`src/rtl/srpg_pkg.sv`:
```
// Shared types and constants for the stepper ramp pulse generator.
`timescale 1ns / 1ps

package srpg_pkg;

	localparam int COUNT_BITS  = 16;
	localparam int DELAY_BITS  = 16;
	localparam int CDLY_BITS   = DELAY_BITS + 1;
	localparam int ACCEL_BITS  = 16;
	localparam int PULSE_TICKS = 10;

	localparam logic ACT_TICK  = 1'b0;
	localparam logic ACT_START = 1'b1;

	localparam logic [1:0] REG_MAX_DELAY = 2'd0;
	localparam logic [1:0] REG_MIN_DELAY = 2'd1;
	localparam logic [1:0] REG_ACCEL     = 2'd2;
	localparam logic [1:0] REG_DIR_POL   = 2'd3;

	typedef struct packed {
		logic [DELAY_BITS-1:0] max_delay;
		logic [DELAY_BITS-1:0] min_delay;
		logic [ACCEL_BITS-1:0] accel_steps;
		logic                  dir_pol;
	} cfg_t;

	typedef struct packed {
		logic                  action;
		logic [COUNT_BITS-1:0] move_steps;
		logic                  forward;
	} item_t;

	typedef struct packed {
		logic exec;
		logic load_inc;
		logic out_load;
	} cmd_t;

	typedef struct packed {
		logic idle;
		logic out_free;
	} sts_t;

endpackage

```
`src/rtl/srpg_cfg.sv`:
```
// APB register file holding the ramp configuration.
`timescale 1ns / 1ps

module srpg_cfg (
	input  logic              clk,
	input  logic              arst_n,
	input  logic              psel,
	input  logic              penable,
	input  logic              pwrite,
	input  logic [3:0]        paddr,
	input  logic [31:0]       pwdata,
	output logic [31:0]       prdata,
	output srpg_pkg::cfg_t    cfg
);

	srpg_pkg::cfg_t cfg_q;
	logic           wr_en;

	assign wr_en = psel & penable & pwrite;

	always_ff @(posedge clk or negedge arst_n) begin
		if (!arst_n) begin
			cfg_q.max_delay   <= srpg_pkg::DELAY_BITS'(2000);
			cfg_q.min_delay   <= srpg_pkg::DELAY_BITS'(500);
			cfg_q.accel_steps <= srpg_pkg::ACCEL_BITS'(200);
			cfg_q.dir_pol     <= 1'b0;
		end else if (wr_en) begin
			case (paddr[3:2])
				srpg_pkg::REG_MAX_DELAY: cfg_q.max_delay <= pwdata[srpg_pkg::DELAY_BITS-1:0];
				srpg_pkg::REG_MIN_DELAY: cfg_q.min_delay <= pwdata[srpg_pkg::DELAY_BITS-1:0];
				srpg_pkg::REG_ACCEL: cfg_q.accel_steps <= pwdata[srpg_pkg::ACCEL_BITS-1:0];
				srpg_pkg::REG_DIR_POL: cfg_q.dir_pol <= pwdata[0];
				default: ;
			endcase
		end
	end

	always_comb begin
		prdata = '0;
		case (paddr[3:2])
			srpg_pkg::REG_MAX_DELAY: prdata = 32'(cfg_q.max_delay);
			srpg_pkg::REG_MIN_DELAY: prdata = 32'(cfg_q.min_delay);
			srpg_pkg::REG_ACCEL: prdata = 32'(cfg_q.accel_steps);
			srpg_pkg::REG_DIR_POL: prdata = 32'(cfg_q.dir_pol);
			default: prdata = '0;
		endcase
	end

	assign cfg = cfg_q;

endmodule

```
`src/rtl/srpg_div.sv`:
```
// Serial restoring divider for the ramp increment, one quotient bit per cycle.
`timescale 1ns / 1ps

module srpg_div (
	input  logic                                   clk,
	input  logic                                   arst_n,
	input  logic                                   start,
	input  logic [srpg_pkg::DELAY_BITS-1:0]        max_delay,
	input  logic [srpg_pkg::DELAY_BITS-1:0]        min_delay,
	input  logic [srpg_pkg::ACCEL_BITS-1:0]        accel_steps,
	output logic                                   done,
	output logic signed [srpg_pkg::CDLY_BITS-1:0]  quotient
);

	localparam int QW = srpg_pkg::DELAY_BITS;
	localparam int DW = srpg_pkg::ACCEL_BITS;
	localparam int CW = $clog2(QW);

	logic [QW-1:0]         quo_q;
	logic [DW:0]           rem_q;
	logic [DW-1:0]         dvs_q;
	logic                  neg_q;
	logic                  zero_q;
	logic                  busy_q;
	logic                  done_q;
	logic [CW-1:0]         cnt_q;
	logic signed [QW:0]    diff;
	logic [QW-1:0]         mag;
	logic [DW:0]           rem_sh;
	logic [DW:0]           rem_sub;
	logic                  fits;
	logic [QW:0]           quo_ext;

	assign diff = signed'({1'b0, max_delay}) - signed'({1'b0, min_delay});
	assign mag  = diff[QW] ? QW'(-diff) : diff[QW-1:0];

	assign rem_sh  = {rem_q[DW-1:0], quo_q[QW-1]};
	assign fits    = rem_sh >= {1'b0, dvs_q};
	assign rem_sub = rem_sh - {1'b0, dvs_q};

	always_ff @(posedge clk or negedge arst_n) begin
		if (!arst_n) begin
			busy_q <= 1'b0;
			done_q <= 1'b0;
			cnt_q  <= '0;
		end else begin
			done_q <= 1'b0;
			if (start) begin
				busy_q <= 1'b1;
				cnt_q  <= '0;
			end else if (busy_q) begin
				cnt_q <= cnt_q + 1'b1;
				if (cnt_q == CW'(QW - 1)) begin
					busy_q <= 1'b0;
					done_q <= 1'b1;
				end
			end
		end
	end

	always_ff @(posedge clk) begin
		if (start) begin
			quo_q  <= mag;
			rem_q  <= '0;
			dvs_q  <= accel_steps;
			neg_q  <= diff[QW];
			zero_q <= (accel_steps == '0);
		end else if (busy_q) begin
			rem_q <= fits ? rem_sub : rem_sh;
			quo_q <= {quo_q[QW-2:0], fits};
		end
	end

	assign quo_ext  = zero_q ? '0 : {1'b0, quo_q};
	assign quotient = neg_q ? -signed'(quo_ext) : signed'(quo_ext);
	assign done     = done_q;

endmodule

```
`src/rtl/srpg_dp.sv`:
```
// Ramp datapath: pulse phase counters, delay ramp and the result register.
`timescale 1ns / 1ps

module srpg_dp (
	input  logic                                   clk,
	input  logic                                   arst_n,
	input  srpg_pkg::cmd_t                         cmd,
	output srpg_pkg::sts_t                         sts,
	input  srpg_pkg::item_t                        item,
	input  srpg_pkg::cfg_t                         cfg,
	input  logic signed [srpg_pkg::CDLY_BITS-1:0]  quotient,
	output logic                                   m_tvalid,
	input  logic                                   m_tready,
	output logic [7:0]                             m_tdata
);

	localparam int CB = srpg_pkg::COUNT_BITS;
	localparam int LB = srpg_pkg::CDLY_BITS;
	localparam int SW = LB + 2;
	localparam int TW = CB + 2;

	localparam logic [1:0] PH_IDLE = 2'd0;
	localparam logic [1:0] PH_HIGH = 2'd1;
	localparam logic [1:0] PH_LOW  = 2'd2;

	logic [1:0]           phase_q;
	logic [LB-1:0]        cnt_q;
	logic [CB-1:0]        idx_q;
	logic [CB-1:0]        total_q;
	logic [LB-1:0]        cur_q;
	logic signed [LB-1:0] inc_q;
	logic                 dir_q;
	logic                 done_q;
	logic                 out_valid_q;
	logic [7:0]           out_data_q;

	logic [LB-1:0]        cnt_inc;
	logic [CB-1:0]        idx_inc;
	logic signed [SW-1:0] d_base;
	logic signed [SW-1:0] d_sum;
	logic signed [SW-1:0] d_min;
	logic [LB-1:0]        d_next;
	logic signed [TW-1:0] thresh;
	logic                 in_accel;
	logic                 in_decel;

	assign cnt_inc = cnt_q + 1'b1;
	assign idx_inc = idx_q + 1'b1;

	assign d_base   = signed'(SW'(cur_q));
	assign thresh   = signed'(TW'(total_q)) - signed'(TW'(cfg.accel_steps));
	assign in_accel = TW'(idx_q) < TW'(cfg.accel_steps);
	assign in_decel = signed'(TW'(idx_q)) > thresh;
	assign d_min    = signed'(SW'(cfg.min_delay));

	always_comb begin
		d_sum = d_base;
		if (in_accel) begin
			d_sum = d_base - SW'(inc_q);
		end else if (in_decel) begin
			d_sum = d_base + SW'(inc_q);
		end
		if (d_sum < d_min) begin
			d_next = LB'(cfg.min_delay);
		end else if (d_sum > signed'(SW'({LB{1'b1}}))) begin
			d_next = {LB{1'b1}};
		end else begin
			d_next = d_sum[LB-1:0];
		end
	end

	always_ff @(posedge clk or negedge arst_n) begin
		if (!arst_n) begin
			phase_q     <= PH_IDLE;
			cnt_q       <= '0;
			idx_q       <= '0;
			total_q     <= '0;
			cur_q       <= '0;
			inc_q       <= '0;
			dir_q       <= 1'b0;
			done_q      <= 1'b0;
			out_valid_q <= 1'b0;
		end else begin
			if (cmd.exec) begin
				done_q <= 1'b0;
				if (item.action == srpg_pkg::ACT_START) begin
					if (phase_q == PH_IDLE) begin
						dir_q   <= (item.forward == cfg.dir_pol);
						total_q <= item.move_steps;
						idx_q   <= '0;
						cnt_q   <= '0;
						cur_q   <= LB'(cfg.max_delay);
						if (item.move_steps == '0) begin
							done_q <= 1'b1;
						end else begin
							phase_q <= PH_HIGH;
						end
					end
				end else begin
					case (phase_q)
						PH_HIGH: begin
							if (cnt_inc >= LB'(srpg_pkg::PULSE_TICKS)) begin
								phase_q <= PH_LOW;
								cnt_q   <= '0;
							end else begin
								cnt_q <= cnt_inc;
							end
						end
						PH_LOW: begin
							if (cnt_inc >= cur_q) begin
								cnt_q <= '0;
								cur_q <= d_next;
								idx_q <= idx_inc;
								if (idx_inc >= total_q) begin
									phase_q <= PH_IDLE;
									done_q  <= 1'b1;
								end else begin
									phase_q <= PH_HIGH;
								end
							end else begin
								cnt_q <= cnt_inc;
							end
						end
						default: ;
					endcase
				end
			end
			if (cmd.load_inc) begin
				inc_q <= quotient;
			end
			if (cmd.out_load) begin
				out_valid_q <= 1'b1;
			end else if (m_tready) begin
				out_valid_q <= 1'b0;
			end
		end
	end

	always_ff @(posedge clk) begin
		if (cmd.out_load) begin
			out_data_q <= {4'b0000, done_q, (phase_q != PH_IDLE), dir_q, (phase_q == PH_HIGH)};
		end
	end

	assign sts.idle     = (phase_q == PH_IDLE);
	assign sts.out_free = !out_valid_q || m_tready;
	assign m_tvalid     = out_valid_q;
	assign m_tdata      = out_data_q;

endmodule

```
`src/rtl/srpg_ctrl.sv`:
```
// Sequencer for item intake, execution, increment divide and result hand-off.
`timescale 1ns / 1ps

module srpg_ctrl (
	input  logic            clk,
	input  logic            arst_n,
	input  logic            s_tvalid,
	output logic            s_tready,
	input  logic            item_action,
	input  srpg_pkg::sts_t  sts,
	output srpg_pkg::cmd_t  cmd,
	output logic            div_start,
	input  logic            div_done
);

	localparam logic [1:0] ST_READY = 2'd0;
	localparam logic [1:0] ST_EXEC  = 2'd1;
	localparam logic [1:0] ST_DIV   = 2'd2;
	localparam logic [1:0] ST_OUT   = 2'd3;

	logic [1:0] state_q;
	logic [1:0] state_d;

	always_comb begin
		state_d   = state_q;
		cmd       = '0;
		div_start = 1'b0;
		s_tready  = 1'b0;
		case (state_q)
			ST_READY: begin
				s_tready = 1'b1;
				if (s_tvalid) begin
					state_d = ST_EXEC;
				end
			end
			ST_EXEC: begin
				cmd.exec = 1'b1;
				if (item_action == srpg_pkg::ACT_START && sts.idle) begin
					div_start = 1'b1;
					state_d   = ST_DIV;
				end else begin
					state_d = ST_OUT;
				end
			end
			ST_DIV: begin
				if (div_done) begin
					cmd.load_inc = 1'b1;
					state_d      = ST_OUT;
				end
			end
			ST_OUT: begin
				if (sts.out_free) begin
					cmd.out_load = 1'b1;
					state_d      = ST_READY;
				end
			end
			default: state_d = ST_READY;
		endcase
	end

	always_ff @(posedge clk or negedge arst_n) begin
		if (!arst_n) begin
			state_q <= ST_READY;
		end else begin
			state_q <= state_d;
		end
	end

endmodule

```
`src/rtl/stepper_ramp_pulse_generator.sv`:
```
// Top level of the stepper ramp pulse generator.
// A tick item (or a start on a busy generator) passes through the execute and output states
// after acceptance; the next item can be accepted once its result is in the output register.
// A start item on an idle generator also waits in the divide state for the 16-step serial
// divider before its result is loaded. Output stalls delay both the result and the next item.
// The next item is accepted while a finished result still waits on the output register.
// Reset (arst_n low, asynchronous) idles the generator and loads the default ramp registers.
`timescale 1ns / 1ps

module stepper_ramp_pulse_generator (
	input  logic        clk,
	input  logic        arst_n,
	input  logic        psel,
	input  logic        penable,
	input  logic        pwrite,
	input  logic [3:0]  paddr,
	input  logic [31:0] pwdata,
	output logic [31:0] prdata,
	output logic        pready,
	input  logic        s_tvalid,
	output logic        s_tready,
	input  logic [23:0] s_tdata,   // move_steps[15:0], forward[16], zero fill
	input  logic        s_tuser,   // action
	output logic        m_tvalid,
	input  logic        m_tready,
	output logic [7:0]  m_tdata    // step_level, dir_level, busy_res, move_done, zero fill
);

	srpg_pkg::cfg_t  cfg;
	srpg_pkg::cmd_t  cmd;
	srpg_pkg::sts_t  sts;
	srpg_pkg::item_t item_q;
	logic            div_start;
	logic            div_done;
	logic signed [srpg_pkg::CDLY_BITS-1:0] quotient;

	assign pready = 1'b1;

	always_ff @(posedge clk) begin
		if (s_tvalid && s_tready) begin
			item_q.action     <= s_tuser;
			item_q.move_steps <= s_tdata[srpg_pkg::COUNT_BITS-1:0];
			item_q.forward    <= s_tdata[srpg_pkg::COUNT_BITS];
		end
	end

	srpg_cfg u_cfg (
		.clk     (clk),
		.arst_n  (arst_n),
		.psel    (psel),
		.penable (penable),
		.pwrite  (pwrite),
		.paddr   (paddr),
		.pwdata  (pwdata),
		.prdata  (prdata),
		.cfg     (cfg)
	);

	srpg_div u_div (
		.clk         (clk),
		.arst_n      (arst_n),
		.start       (div_start),
		.max_delay   (cfg.max_delay),
		.min_delay   (cfg.min_delay),
		.accel_steps (cfg.accel_steps),
		.done        (div_done),
		.quotient    (quotient)
	);

	srpg_ctrl u_ctrl (
		.clk         (clk),
		.arst_n      (arst_n),
		.s_tvalid    (s_tvalid),
		.s_tready    (s_tready),
		.item_action (item_q.action),
		.sts         (sts),
		.cmd         (cmd),
		.div_start   (div_start),
		.div_done    (div_done)
	);

	srpg_dp u_dp (
		.clk      (clk),
		.arst_n   (arst_n),
		.cmd      (cmd),
		.sts      (sts),
		.item     (item_q),
		.cfg      (cfg),
		.quotient (quotient),
		.m_tvalid (m_tvalid),
		.m_tready (m_tready),
		.m_tdata  (m_tdata)
	);

endmodule

```
`config.mk`:
```
export PLATFORM = sky130hd
export DESIGN_NAME = stepper_ramp_pulse_generator
export DESIGN_NICKNAME = d
export VERILOG_FILES = /design/src/rtl/srpg_pkg.sv /design/src/rtl/srpg_cfg.sv /design/src/rtl/srpg_div.sv /design/src/rtl/srpg_dp.sv /design/src/rtl/srpg_ctrl.sv /design/src/rtl/stepper_ramp_pulse_generator.sv
export SDC_FILE = /design/constraint.sdc
export NUM_CORES = 1
export LEC_CHECK = 0
export ABC_AREA = 1
export BUFFER_PORTS_ARGS = -buffer_cell sky130_fd_sc_hd__buf_4
export CAP_MARGIN = 30
export CORE_MARGIN = 3
export CORE_UTILIZATION = 50
export CTS_BUF_LIST = sky130_fd_sc_hd__clkbuf_16
export CTS_CLUSTER_SIZE = 10
export DETAILED_ROUTE_END_ITERATION = 8
export PLACE_DENSITY_LB_ADDON = 0.1
export SYNTH_ARGS = -nofsm -noshare
export SYNTH_HDL_FRONTEND = slang
export SYNTH_SLANG_ARGS = --single-unit
```
`constraint.sdc`:
```
create_clock -name clk -period 13.1 [get_ports clk]
set_input_delay 1.31 -clock clk [delete_from_list [all_inputs] [get_ports clk]]
set_output_delay 1.31 -clock clk [all_outputs]
set_load 0.02 [all_outputs]
```
==> impl_table.tex <==
\begin{tabular}{lr}
\hline
Metric & Value \\
\hline
\multicolumn{2}{l}{\textbf{Detailed routing}} \\
\quad Length of routed met3 wiring & 2.706 mm \\
\quad Residual DRC & 0 \\
\quad Sum of routed wire length over all layers & 47.38 mm \\
\quad Number of nets with antenna violations after detailed routing & 0 \\
\quad DRT Pass-1 Iters & 7 \\
\quad Initial DRC Count & 1,240 \\
\quad Topmost layer with routed signal wires & met4 \\
\quad Average via count per standard cell & 5.467 \\
\quad Metal2 WL & 21.51 mm \\
\quad Total via count after detailed routing & 14,880 \\
\quad Post-detailed-route wirelength per cell & 17.41 µm \\
\quad Sum of routed wire segments on met1 & 21.70 mm \\
\multicolumn{2}{l}{\textbf{Global route}} \\
\quad Largest net degree at the start of global routing & 93 \\
\quad Number of antenna violations at the first check in global routing & 0 \\
\quad Global Route Usage Sum & 26.12\% \\
\quad Grt total ovfl & 0 \\
\quad Vias in the first global route & 13,970 \\
\quad Wire length of the first global-routing pass & 74.93 mm \\
\multicolumn{2}{l}{\textbf{Floorplan}} \\
\quad Area of the core & 32,870 µm² \\
\quad Die outline height & 189.5 µm \\
\quad Die width & 189.5 µm \\
\quad Top-level I/O count & 111 \\
\quad Die footprint & 35,890 µm² \\
\quad Total number of placement rows & 66 \\
\quad Initial core utilization & 51.20\% \\
\multicolumn{2}{l}{\textbf{Logic synthesis}} \\
\quad Share of async-settable or async-resettable flops after synthesis & 66.82\% \\
\quad Cell types occupying the most area after synthesis & sky130\_fd\_sc\_hd\_\_dfrtp\_1, sky130\_fd\_sc\_hd\_\_ha\_1, sky130\_fd\_sc\_hd\_\_nand2\_1 \\
\quad Number of synthesized flops with an enable pin & 56 \\
\quad Post-Syn Area per Cell & 7.607 µm² \\
\quad Most instantiated flip-flop cell in the synthesis netlist & sky130\_fd\_sc\_hd\_\_dfrtp\_1 \\
\quad Area share of the largest cell type after synthesis & 19.33\% \\
\quad Count of warnings emitted by yosys & 0 \\
\quad Number of cells produced by synthesis & 2,212 \\
\quad Distinct cell type count of the synthesized netlist & 69 \\
\quad Post-synthesis cell type with the largest combined area & sky130\_fd\_sc\_hd\_\_dfrtp\_1 \\
\quad Synth Cell Area & 16,830 µm² \\
\quad Yosys reg bits & 217 \\
\quad Sequential-to-total area share from yosys stat & 33.57\% \\
\multicolumn{2}{l}{\textbf{Layout}} \\
\quad Filler Cells Inserted & 3,248 \\
\quad Commonest non-fill, non-tap cell in the layout & sky130\_fd\_sc\_hd\_\_nand2\_1 \\
\quad Leading cell types in the layout, fill and taps excluded & sky130\_fd\_sc\_hd\_\_nand2\_1, sky130\_fd\_sc\_hd\_\_inv\_1, sky130\_fd\_sc\_hd\_\_ha\_1, sky130\_fd\_sc\_hd\_\_o21ai\_0, sky130\_fd\_sc\_hd\_\_a21oi\_1 \\
\quad ANT cells & 0 \\
\quad P\&R area growth vs syn & 9.577\% \\
\quad Storage cell area & 5649 µm² \\
\quad Share of post-route cells with drive strength above 1 & 7.588\% \\
\quad Post-layout nets & 2,505 \\
\quad Combined area of the multi-input logic cells & 9450 µm² \\
\multicolumn{2}{l}{\textbf{Power}} \\
\quad Areal power density over the cells & 263.2 nW/µm² \\
\quad Leakage power & 9.386 nW \\
\quad Largest vdd supply drop & 0.1825 mV \\
\multicolumn{2}{l}{\textbf{Hold path}} \\
\quad Min-Delay Path Class & reg -> reg \\
\quad Number of instances on the worst hold path & 2 \\
\multicolumn{2}{l}{\textbf{Clock tree}} \\
\quad Clock insertion delay at the later pin of the skew report & 570 ps \\
\quad Number of gates resized after CTS & 0 \\
\quad Number of buffers inserted to repair setup after CTS & 0 \\
\quad Num Clock Sinks & 217 \\
\quad Total number of H-tree levels & 1 \\
\quad Maximum root-to-sink buffer count & 3 \\
\quad CTS tree & yes \\
\quad Number of clock buffers inserted by TritonCTS & 27 \\
\quad Number of buffers inserted by hold repair at cts & 0 \\
\quad Clock tree root driver cell & sky130\_fd\_sc\_hd\_\_clkbuf\_16 \\
\quad Clock transition at the register clock pins on the worst setup and hold paths after CTS & 60 ps \\
\multicolumn{2}{l}{\textbf{Placement}} \\
\quad Weighted congestion reported at the end of routability-driven placement & 0.9092 \\
\quad Minimum setup slack after placement & 6326 ps \\
\quad DP HPWL & 36.56 mm \\
\quad Number of buffer cells added on primary ports & 64 \\
\multicolumn{2}{l}{\textbf{Critical path}} \\
\quad Critical Path Start Type & register \\
\quad Critical path peak fanout & 16 \\
\quad Worst Reg-to-Reg Cells & 35 \\
\quad Highest-delay cell along the critical path & sky130\_fd\_sc\_hd\_\_dfstp\_2 \\
\quad CP Data Required Time & 13,530 ps \\
\quad Path type of the worst setup path & reg -> reg \\
\quad Minimum setup slack among reg-to-reg paths & 6130 ps \\
\quad Critical path arrival & 7400 ps \\
\quad Dominant cell type by count on the critical path & sky130\_fd\_sc\_hd\_\_nand2\_1 \\
\quad Worst setup EP type & register \\
\quad Largest stage delay on the critical path & 540 ps \\
\multicolumn{2}{l}{\textbf{STA}} \\
\quad Total count of max-transition violations in the final report & 0 \\
\quad Slew Limit Headroom & 34.32\% \\
\quad Slew at the pin with the worst max-slew slack & 982.9 ps \\
\quad \# setup viols final & 0 \\
\quad Shortest clock period the worst path allows after layout & 6966 ps \\
\quad Number of hold-slack violations in the final timing report & 0 \\
\quad Unrepaired setup endpoints after global routing & no \\
\quad Min setup slack post-route & 6134 ps \\
\quad Achievable clock frequency & 0.1436 GHz \\
\quad Setup TNS & 0 ps \\
\quad Final worst path period share & 53.18\% \\
\quad Layout Skew & 26.17 ps \\
\multicolumn{2}{l}{\textbf{Job}} \\
\quad Max-cap check violation count & 0 \\
\multicolumn{2}{l}{\textbf{Outcome}} \\
\quad Outcome & complete, no violations \\
\hline
\end{tabular}
kinds of logic after synthesis:
family / synth area share [%]
flip-flops: 33.57
other: 0.04463
XOR/XNOR: 5.510
AO/OA/AOI/OAI: 16.28
adder cells (fa/ha/maj): 13.46
AND/OR/NAND/NOR: 20.43
buffers and inverters: 10.71
state kept, by name (all words and copies together) (netlist names), 16 cells and up:
| register | count |
|---|---|
| item_q | 18 |
| u_cfg.cfg | 49 |
| u_div.dvs_q | 16 |
| u_div.quo_q | 16 |
| u_div.rem_q | 16 |
| u_dp.cnt_q | 17 |
| u_dp.cur_q | 17 |
| u_dp.idx_q | 16 |
| u_dp.inc_q | 17 |
| u_dp.total_q | 16 |
per-stage QoR:
step / instance area, µm² / total power (W) / hold WS (ps) / cells / util, %
floorplan: 16900 / 0.003381 / 425.3 / 2231 / -
global placement: 17580 / 0.004069 / 446.8 / 2669 / 53.49
detailed placement: 17600 / 0.004122 / 454.9 / 2670 / 53.54
CTS: 18400 / 0.004842 / 468.4 / 2720 / 56.00
global route: 18440 / 0.005333 / 477.6 / 2722 / 56.10
finish: 18440 / 0.004853 / 467.0 / 2722 / 56.10
where the power goes:
part | leakage, nW | switching [W] | internal, W
combinational | 6.41 | 0.00197 | 0.00105
clock | 0.453 | 0.000302 | 0.000392
sequential | 2.52 | 0.000206 | 0.000936
total | 9.39 | 0.00248 | 0.00238
critical path, delay by kind of cell, from the launching register on:
kind            cells  cell delay, ps
fa+ha+maj           3            1100
flops               1             540
compound gates     15            2830
simple gates       14            1940
xor+xnor            1             150
buf+inv             2             260
final cells by class:
class,instances,share of cell area [%]
tap,442,2.999
clock buffer,27,3.664
multi-input combinational,1568,51.25
timing repair buffer,73,3.142
clock inverter,23,0.7193
inverter,372,7.586
sequential,217,30.64
layer usage:
layer,vias to the layer above,track usage (%)
met5,-,0
met4,0,7.535
met3,73,2.722
met2,449,42.67
met1,6923,36.90
li1,7435,-
synth_stat cells (25+ instances only):
cell / n
sky130_fd_sc_hd__xor2_1: 92
sky130_fd_sc_hd__nand2_1: 484
sky130_fd_sc_hd__buf_4: 25
sky130_fd_sc_hd__nor2_1: 119
sky130_fd_sc_hd__o21ai_0: 165
sky130_fd_sc_hd__o221ai_1: 29
sky130_fd_sc_hd__nor3_1: 34
sky130_fd_sc_hd__nand4_1: 29
sky130_fd_sc_hd__clkbuf_1: 31
sky130_fd_sc_hd__inv_1: 352
sky130_fd_sc_hd__nand3_1: 103
sky130_fd_sc_hd__a21oi_1: 136
sky130_fd_sc_hd__dfrtp_1: 130
sky130_fd_sc_hd__edfxtp_1: 56
sky130_fd_sc_hd__o22ai_1: 26
sky130_fd_sc_hd__ha_1: 173
final timing paths:
check                                startpoint              end
worst max-delay path               u_cfg.cfg[7]    u_dp.cur_q[0]
worst min-delay path            u_div.rem_q[15]  u_div.rem_q[15]
worst max register to register     u_cfg.cfg[7]    u_dp.cur_q[0]
worst min register to register  u_div.rem_q[15]  u_div.rem_q[15]
max in group asynchronous                arst_n  u_dp.total_q[6]
min in group asynchronous                arst_n   u_dp.inc_q[11]
No activity file was read; power rests on OpenSTA's default activity.
